==> src/sv/set_assoc_lru_cache_tags_unit_defines.svh <==
`ifndef SET_ASSOC_LRU_CACHE_TAGS_UNIT_DEFINES_SVH
`define SET_ASSOC_LRU_CACHE_TAGS_UNIT_DEFINES_SVH

// implication in the same cycle and in the next cycle
`ifndef NO_ASSERTIONS
`define SACL_ASSERT_NOW(label, clk, rst_n, ante, cons, msg) \
	label: assert property (@(posedge clk) disable iff (!rst_n) (ante) |-> (cons)) \
		else $error(msg);
`define SACL_ASSERT_NEXT(label, clk, rst_n, ante, cons, msg) \
	label: assert property (@(posedge clk) disable iff (!rst_n) (ante) |=> (cons)) \
		else $error(msg);
`else
`define SACL_ASSERT_NOW(label, clk, rst_n, ante, cons, msg)
`define SACL_ASSERT_NEXT(label, clk, rst_n, ante, cons, msg)
`endif

`endif

==> src/sv/sacl_pkg.sv <==
`default_nettype none

package sacl_pkg;

	localparam int TOTAL_LINES = 16;
	localparam int NUM_WAYS    = 2;
	localparam int BLOCK_BYTES = 8;
	localparam int ADDR_BITS   = 32;

	localparam int SET_COUNT = (TOTAL_LINES / NUM_WAYS) > 0 ? (TOTAL_LINES / NUM_WAYS) : 1;
	localparam int OFS_W     = $clog2(BLOCK_BYTES);
	localparam int SET_W     = SET_COUNT > 1 ? $clog2(SET_COUNT) : 1;
	localparam int TAG_W     = ADDR_BITS - OFS_W - SET_W;
	localparam int WAY_W     = NUM_WAYS > 1 ? $clog2(NUM_WAYS) : 1;
	localparam int RANK_W    = NUM_WAYS > 1 ? $clog2(NUM_WAYS) : 1;
	localparam int CNT_W     = 32;

	localparam logic OP_ACCESS = 1'b0;
	localparam logic OP_CLEAR  = 1'b1;

	typedef struct packed {
		logic [NUM_WAYS-1:0]             vld;
		logic [NUM_WAYS-1:0][TAG_W-1:0]  tag;
		logic [NUM_WAYS-1:0][RANK_W-1:0] rank;
	} row_t;

	typedef struct packed {
		logic             hit;
		logic             replaced;
		logic [WAY_W-1:0] way;
		row_t             row;
	} upd_t;

	function automatic logic [CNT_W-1:0] sat_inc(input logic [CNT_W-1:0] v);
		return (v == {CNT_W{1'b1}}) ? v : v + {{(CNT_W-1){1'b0}}, 1'b1};
	endfunction

endpackage

`default_nettype wire

==> src/sv/set_assoc_lru_cache_tags_unit.sv <==
// channel | handshake                 | word
// --------+---------------------------+-----------------------------------------------
// input   | in_valid / in_stall       | op, address
// output  | out_valid / out_stall     | hit, replaced, way_used, set_used, four counts
//
// a word reads its set row from the tag ram at the accepting edge and is updated and written
// back at the edge where it leaves the update stage, where its result is registered; words
// follow one per cycle while out_stall is low, a ram bypass covers a same-set write and read.
// reset clears the per-set valid flags and the counters at once: no clearing pass.
// a clear word resets flags and counters in its update cycle.
// out_stall holds the update stage, which raises in_stall while a word waits there.
`default_nettype none
`include "set_assoc_lru_cache_tags_unit_defines.svh"

module set_assoc_lru_cache_tags_unit (
	input  wire logic        clk,
	input  wire logic        arst_n,
	input  wire logic        in_valid,
	output logic             in_stall,
	input  wire logic        op,
	input  wire logic [31:0] address,
	output logic             out_valid,
	input  wire logic        out_stall,
	output logic             hit,
	output logic             replaced,
	output logic             way_used,
	output logic [2:0]       set_used,
	output logic [31:0]      hit_count,
	output logic [31:0]      miss_count,
	output logic [31:0]      access_count,
	output logic [31:0]      replacement_count
);

	logic                          accept;
	logic                          advance;
	logic                          fire;
	logic [sacl_pkg::SET_W-1:0]    set_in;
	logic                          vld_s1;
	logic                          op_s1;
	logic [sacl_pkg::SET_W-1:0]    set_s1;
	logic [sacl_pkg::TAG_W-1:0]    tag_s1;
	sacl_pkg::row_t                rd_row_s1;
	sacl_pkg::row_t                row_cur;
	sacl_pkg::upd_t                upd;
	logic                          wr_en;
	logic [sacl_pkg::SET_COUNT-1:0] row_vld_q;
	logic                          out_vld_q;
	logic                          hit_q;
	logic                          replaced_q;
	logic                          way_q;
	logic [2:0]                    set_q;
	logic [sacl_pkg::CNT_W-1:0]    hits_q;
	logic [sacl_pkg::CNT_W-1:0]    misses_q;
	logic [sacl_pkg::CNT_W-1:0]    accesses_q;
	logic [sacl_pkg::CNT_W-1:0]    evictions_q;

	assign set_in   = address[sacl_pkg::OFS_W +: sacl_pkg::SET_W];
	assign advance  = !out_vld_q || !out_stall;
	assign in_stall = vld_s1 && !advance;
	assign accept   = in_valid && !in_stall;
	assign fire     = vld_s1 && advance;
	assign wr_en    = fire && (op_s1 == sacl_pkg::OP_ACCESS);
	assign row_cur  = row_vld_q[set_s1] ? rd_row_s1 : '0;

	sacl_tag_ram u_ram (
		.clk    (clk),
		.wr_en  (wr_en),
		.wr_set (set_s1),
		.wr_row (upd.row),
		.rd_en  (accept),
		.rd_set (set_in),
		.rd_row (rd_row_s1)
	);

	sacl_lru_update u_upd (
		.row (row_cur),
		.tag (tag_s1),
		.upd (upd)
	);

	always_ff @(posedge clk) begin
		if (accept) begin
			op_s1  <= op;
			set_s1 <= set_in;
			tag_s1 <= address[sacl_pkg::ADDR_BITS-1 -: sacl_pkg::TAG_W];
		end
		if (fire) begin
			if (op_s1 == sacl_pkg::OP_CLEAR) begin
				hit_q      <= 1'b0;
				replaced_q <= 1'b0;
				way_q      <= 1'b0;
				set_q      <= '0;
			end else begin
				hit_q      <= upd.hit;
				replaced_q <= upd.replaced;
				way_q      <= 1'(upd.way);
				set_q      <= 3'(set_s1);
			end
		end
	end

	always_ff @(posedge clk or negedge arst_n) begin
		if (!arst_n) begin
			vld_s1      <= 1'b0;
			out_vld_q   <= 1'b0;
			row_vld_q   <= '0;
			hits_q      <= '0;
			misses_q    <= '0;
			accesses_q  <= '0;
			evictions_q <= '0;
		end else begin
			vld_s1 <= accept || (vld_s1 && !advance);
			if (fire) begin
				out_vld_q <= 1'b1;
			end else if (!out_stall) begin
				out_vld_q <= 1'b0;
			end
			if (fire) begin
				if (op_s1 == sacl_pkg::OP_CLEAR) begin
					row_vld_q   <= '0;
					hits_q      <= '0;
					misses_q    <= '0;
					accesses_q  <= '0;
					evictions_q <= '0;
				end else begin
					row_vld_q[set_s1] <= 1'b1;
					accesses_q        <= sacl_pkg::sat_inc(accesses_q);
					if (upd.hit) begin
						hits_q <= sacl_pkg::sat_inc(hits_q);
					end else begin
						misses_q <= sacl_pkg::sat_inc(misses_q);
					end
					if (upd.replaced) begin
						evictions_q <= sacl_pkg::sat_inc(evictions_q);
					end
				end
			end
		end
	end

	assign out_valid         = out_vld_q;
	assign hit               = hit_q;
	assign replaced          = replaced_q;
	assign way_used          = way_q;
	assign set_used          = set_q;
	assign hit_count         = hits_q;
	assign miss_count        = misses_q;
	assign access_count      = accesses_q;
	assign replacement_count = evictions_q;

	`SACL_ASSERT_NEXT(a_clear_flags, clk, arst_n, fire && (op_s1 == sacl_pkg::OP_CLEAR), row_vld_q == '0 && accesses_q == '0, "clear left valid rows or counts")
	`SACL_ASSERT_NEXT(a_access_counted, clk, arst_n, fire && (op_s1 == sacl_pkg::OP_ACCESS), out_vld_q && (accesses_q != '0) && row_vld_q[$past(set_s1)], "access not recorded")
	`SACL_ASSERT_NOW(a_hits_bounded, clk, arst_n, out_vld_q, (hits_q <= accesses_q) && (evictions_q <= misses_q), "counts inconsistent")
	`SACL_ASSERT_NOW(a_hit_no_evict, clk, arst_n, out_vld_q && hit_q, !replaced_q, "hit flagged as replacement")

endmodule

`default_nettype wire

==> src/sv/sacl_tag_ram.sv <==
`default_nettype none

module sacl_tag_ram (
	input  wire logic                       clk,
	input  wire logic                       wr_en,
	input  wire logic [sacl_pkg::SET_W-1:0] wr_set,
	input  wire sacl_pkg::row_t             wr_row,
	input  wire logic                       rd_en,
	input  wire logic [sacl_pkg::SET_W-1:0] rd_set,
	output sacl_pkg::row_t                  rd_row
);

	sacl_pkg::row_t mem [sacl_pkg::SET_COUNT];

	always_ff @(posedge clk) begin
		if (wr_en) begin
			mem[wr_set] <= wr_row;
		end
	end

	// bypass when the row being read is written at the same edge
	always_ff @(posedge clk) begin
		if (rd_en) begin
			if (wr_en && (wr_set == rd_set)) begin
				rd_row <= wr_row;
			end else begin
				rd_row <= mem[rd_set];
			end
		end
	end

endmodule

`default_nettype wire

==> src/sv/sacl_lru_update.sv <==
`default_nettype none

module sacl_lru_update (
	input  wire sacl_pkg::row_t             row,
	input  wire logic [sacl_pkg::TAG_W-1:0] tag,
	output sacl_pkg::upd_t                  upd
);

	logic                          hit_found;
	logic                          inv_found;
	logic [sacl_pkg::WAY_W-1:0]    hit_way;
	logic [sacl_pkg::WAY_W-1:0]    inv_way;
	logic [sacl_pkg::WAY_W-1:0]    lru_way;
	logic [sacl_pkg::WAY_W-1:0]    way;
	logic                          was_valid;
	logic [sacl_pkg::RANK_W-1:0]   old_rank;
	sacl_pkg::row_t                nrow;

	always_comb begin
		hit_found = 1'b0;
		inv_found = 1'b0;
		hit_way   = '0;
		inv_way   = '0;
		lru_way   = '0;
		for (int i = 0; i < sacl_pkg::NUM_WAYS; i++) begin
			if (!hit_found && row.vld[i] && (row.tag[i] == tag)) begin
				hit_found = 1'b1;
				hit_way   = sacl_pkg::WAY_W'(i);
			end
			if (!inv_found && !row.vld[i]) begin
				inv_found = 1'b1;
				inv_way   = sacl_pkg::WAY_W'(i);
			end
		end
		// oldest way, lowest number on a tie
		for (int i = 1; i < sacl_pkg::NUM_WAYS; i++) begin
			if (row.rank[i] > row.rank[lru_way]) begin
				lru_way = sacl_pkg::WAY_W'(i);
			end
		end
		way       = hit_found ? hit_way : (inv_found ? inv_way : lru_way);
		was_valid = hit_found || !inv_found;
		old_rank  = row.rank[way];
		nrow      = row;
		for (int i = 0; i < sacl_pkg::NUM_WAYS; i++) begin
			if ((sacl_pkg::WAY_W'(i) != way) && row.vld[i] &&
			    (!was_valid || (row.rank[i] < old_rank))) begin
				nrow.rank[i] = row.rank[i] + sacl_pkg::RANK_W'(1);
			end
		end
		nrow.rank[way] = '0;
		nrow.vld[way]  = 1'b1;
		nrow.tag[way]  = tag;
		upd.hit        = hit_found;
		upd.replaced   = !hit_found && !inv_found;
		upd.way        = way;
		upd.row        = nrow;
	end

endmodule

`default_nettype wire

==> config.mk <==
export PLATFORM = sky130hd
export DESIGN_NAME = set_assoc_lru_cache_tags_unit
export DESIGN_NICKNAME = d
export VERILOG_FILES = /design/src/sv/sacl_pkg.sv /design/src/sv/set_assoc_lru_cache_tags_unit.sv /design/src/sv/sacl_tag_ram.sv /design/src/sv/sacl_lru_update.sv
export VERILOG_INCLUDE_DIRS = /design/src /design/src/sv
export SDC_FILE = /design/constraint.sdc
export NUM_CORES = 1
export LEC_CHECK = 0
export ABC_AREA = 1
export BUFFER_PORTS_ARGS = -buffer_cell sky130_fd_sc_hd__buf_4
export CELL_PAD_IN_SITES_DETAIL_PLACEMENT = 1
export CELL_PAD_IN_SITES_GLOBAL_PLACEMENT = 1
export CORE_MARGIN = 2
export CORE_UTILIZATION = 48
export DETAILED_ROUTE_END_ITERATION = 8
export GPL_ROUTABILITY_DRIVEN = 0
export PLACE_DENSITY = 0.8
export SETUP_SLACK_MARGIN = 0.02
export SYNTH_ARGS = -nofsm -noshare
export SYNTH_HDL_FRONTEND = slang
export SYNTH_SLANG_ARGS = --single-unit
==> constraint.sdc <==
create_clock -name clk -period 8.4 [get_ports clk]
set_clock_uncertainty 0.15 [all_clocks]
set_input_delay 2.1 -clock clk [delete_from_list [all_inputs] [get_ports clk]]
set_output_delay 2.1 -clock clk [all_outputs]
set_load 0.02 [all_outputs]
==> out/qor.txt <==
Synth area leaders -> edfxtp_1 53%, dfrtp_1 11%, nand2_1 7.6%
CTS tree -> built
Syn Area/Cell -> 10.2 sq um
async set or reset register ratio after synthesis -> 20.4%
kind of critical path -> input port to flop
Slew Limit Fails -> 0
r2r startpoint -> set_s1[0]
CP startpoint -> address[4]
worst rel slew slack -> 23.2%
Detailed Place HPWL -> 54500 um
worst-path fanout max -> 60
routed wire length -> 93300 um
Netlist cell types -> 42
Post-CTS Setup Inserts -> 0
routed via count -> 23800
Post-synth EDFFs -> 540
I/O pin count -> 173
share of cells above drive strength 1 -> 10.0%
Hold Violations, Final -> 0
First-pass DRT Iterations -> 6
# diodes -> 0
Final ANT Viol Nets -> 0
Final Cell Area -> 34800 sq um
CTS Root Cell -> clkbuf_16
MaxCap Viol Count -> 0
CTS sink cnt -> 678
Vias per Instance -> 5.92
hold depth -> 2
register bit count reported by yosys -> 678
Leak -> 12.6 nW
Ys Warns -> 0
Longest Clk Path Bufs -> 3
core area -> 63100 sq um
CTS Hold Bufs -> 0
Post-Place Cell Area -> 32500 sq um
GRT Util Overall -> 28.3%
max incr delay on CP -> 0.88 ns
Initial Util -> 48.5%
first-pass GRT wire length -> 146000 um
post-CTS sizing -> 0
synthesized area -> 30600 sq um
CP required -> 8.74 ns
Congestion Overflow GR -> 0
row count -> 92
die height -> 257 um
initial antenna violation count -> 1
placed cells -> 3897
stages on the worst setup path -> 11
pin count of the biggest net entering global routing -> 131
DIE AREA -> 65800 sq um
worst hold start -> vld_s1
most frequent cell after synthesis -> nand2_1
Synth area leader -> edfxtp_1
final setup vio count -> 0
Synth top area share -> 53.0%
Iter 0 DRT Violations -> 1994
H-tree depth -> 3
Worst path most repeated cell -> buf_4
Final #Nets -> 3168
chip width -> 257 um
PwrDens -> 220 nW/um^2
vias in the first global route -> 25400
Tightest Pin Transition -> 1.15 ns
Port-buffer cells -> 169
FMAX -> 173 MHz
fin cells -> 4025
Filler Cell Count -> 6941
fin crit period -> 5.78 ns
Clk pin slew, worst setup/hold paths -> 0.07 ns
Net Count, Synth -> 3053
RSZ-0062 raised after global routing -> no
crit end category -> flop
VDD IR max -> 0.203 mV
CP max-delay cell -> clkinv_2
data arrival time of the worst path -> 6.12 ns
final period utilization -> 68.8%
ys flop type -> edfxtp_1
# DRC -> 0
CTS buffer count -> 74
cells after synthesis -> 3012
startpoint types -> input port
path depth of the worst reg2reg path -> 21
worst min-delay path class -> flop to flop
synthesis-to-layout area growth -> 13.7%
Post-synth top cells -> 620 x nand2_1, 540 x edfxtp_1, 452 x nor2_1
outcome -> complete, no violations
cell family with the largest share of critical-path delay -> buffers and inverters
critical path cell sequence -> buf_4, clkinv_2, nand2_1, a21oi_1, nand3_1, nor2_4, buf_4, inv_2, buf_4, o211ai_1, nand2_1
Buffers & Inverters on Critical Path -> 5
register area share after synthesis -> 64.3%
per-cell routed wire length -> 23.2 um
clock latency on the worst-skew pair -> 0.62 ns
cell type report:
class	instances	area (sq um)	share of cell area [%]
timing repair buffer	191	1440	4.14
inverter	185	703	2.02
sequential	678	19700	56.5
tap	846	1060	3.04
multi-input combinational	1997	9600	27.6
clock inverter	30	303	0.870
clock buffer	98	2030	5.84
kinds of logic (layout without fill, tap and decap cells):
family | Yosys count | count (layout) | synth area share [%]
adders and majority gates | 4 | 4 | 0.164
buffers and inverters | 337 | 504 | 4.48
xor gates and xnor gates | 80 | 80 | 2.29
and+or+nand+nor | 1358 | 1358 | 18.3
DFF | 678 | 678 | 64.3
AOI/OAI and AO/OA | 555 | 555 | 10.5
through the flow:
step	setup TNS [ns]	util, %	setup slack [ns]	total power [mW]	hold WS, ns
final	0	55.2	2.62	7.66	0.351
after global routing	0	55.2	2.47	7.88	0.396
after CTS	0	55.2	2.69	7.70	0.355
after detailed placement	0	51.5	2.20	4.50	0.341
after global placement	0	51.5	2.21	4.46	0.320
after floorplan	-56.79	-	-0.338	4.26	0.307
tightest hold or removal path, cell delays in order, from the launching register on:
cell and delay (ns):
dfrtp_1 0.34, inv_1 0.07, nand2_1 0.06
flip-flops by register name, indices dropped and copies added (netlist names):
register,cells
op_s1,1
access_count,32
row_vld_q,8
u_ram.mem,448
set_used,3
out_valid,1
vld_s1,1
tag_s1,26
replaced,1
replacement_count,32
hit_count,32
miss_count,32
set_s1,3
way_used,1
hit,1
u_ram.rd_row,56
power breakdown:
part	total, mW	switching [mW]	internal [mW]
combinational	0.609	0.457	0.151
sequential	3.83	0.0667	3.76
clock	3.22	1.34	1.88
total	7.66	1.86	5.80
cell usage in the layout (no fill, tap or decap), types with 3 or more instances in the layout:
cell type,synthesis,layout
xor2_1,67,67
nor4_1,30,27
dfrtp_1,138,138
nor2_1,452,451
inv_2,6,10
edfxtp_1,540,540
nand3_1,113,113
o21ai_1,96,96
nor3_1,73,71
buf_4,13,189
bufinv_16,0,6
xnor2_1,13,13
clkbuf_8,0,5
clkbuf_1,106,17
nand2_2,3,3
ha_1,4,4
o211ai_1,26,26
nor4_2,0,3
clkinv_1,3,16
a21oi_1,29,29
clkinv_2,0,7
inv_1,176,170
o22ai_1,32,32
nand4_1,53,53
or2_2,4,4
o21ai_0,283,283
clkbuf_16,0,76
nor3b_1,3,3
o221ai_1,80,80
nand2_1,620,620
worst paths after layout:
kind	end	slack, ns
setup / recovery	u_ram.rd_row[10]	2.62
setup reg to reg	u_ram.rd_row[43]	3.42
max in group asynchronous	replacement_count[26]	5.45
min in group asynchronous	access_count[25]	1.43
hold reg to reg	out_valid	0.35
hold / removal	out_valid	0.35
layer usage:
| metal | GRT usage, % | vias up | wire [um] |
|---|---|---|---|
| li1 | - | 10700 | - |
| met1 | 35.8 | 12000 | 38000 |
| met2 | 48.2 | 825 | 46100 |
| met3 | 5.46 | 224 | 5900 |
| met4 | 10.7 | 2 | 3290 |
| met5 | 0 | - | 13 |
Note: power is estimated with default switching activity, not from simulation.
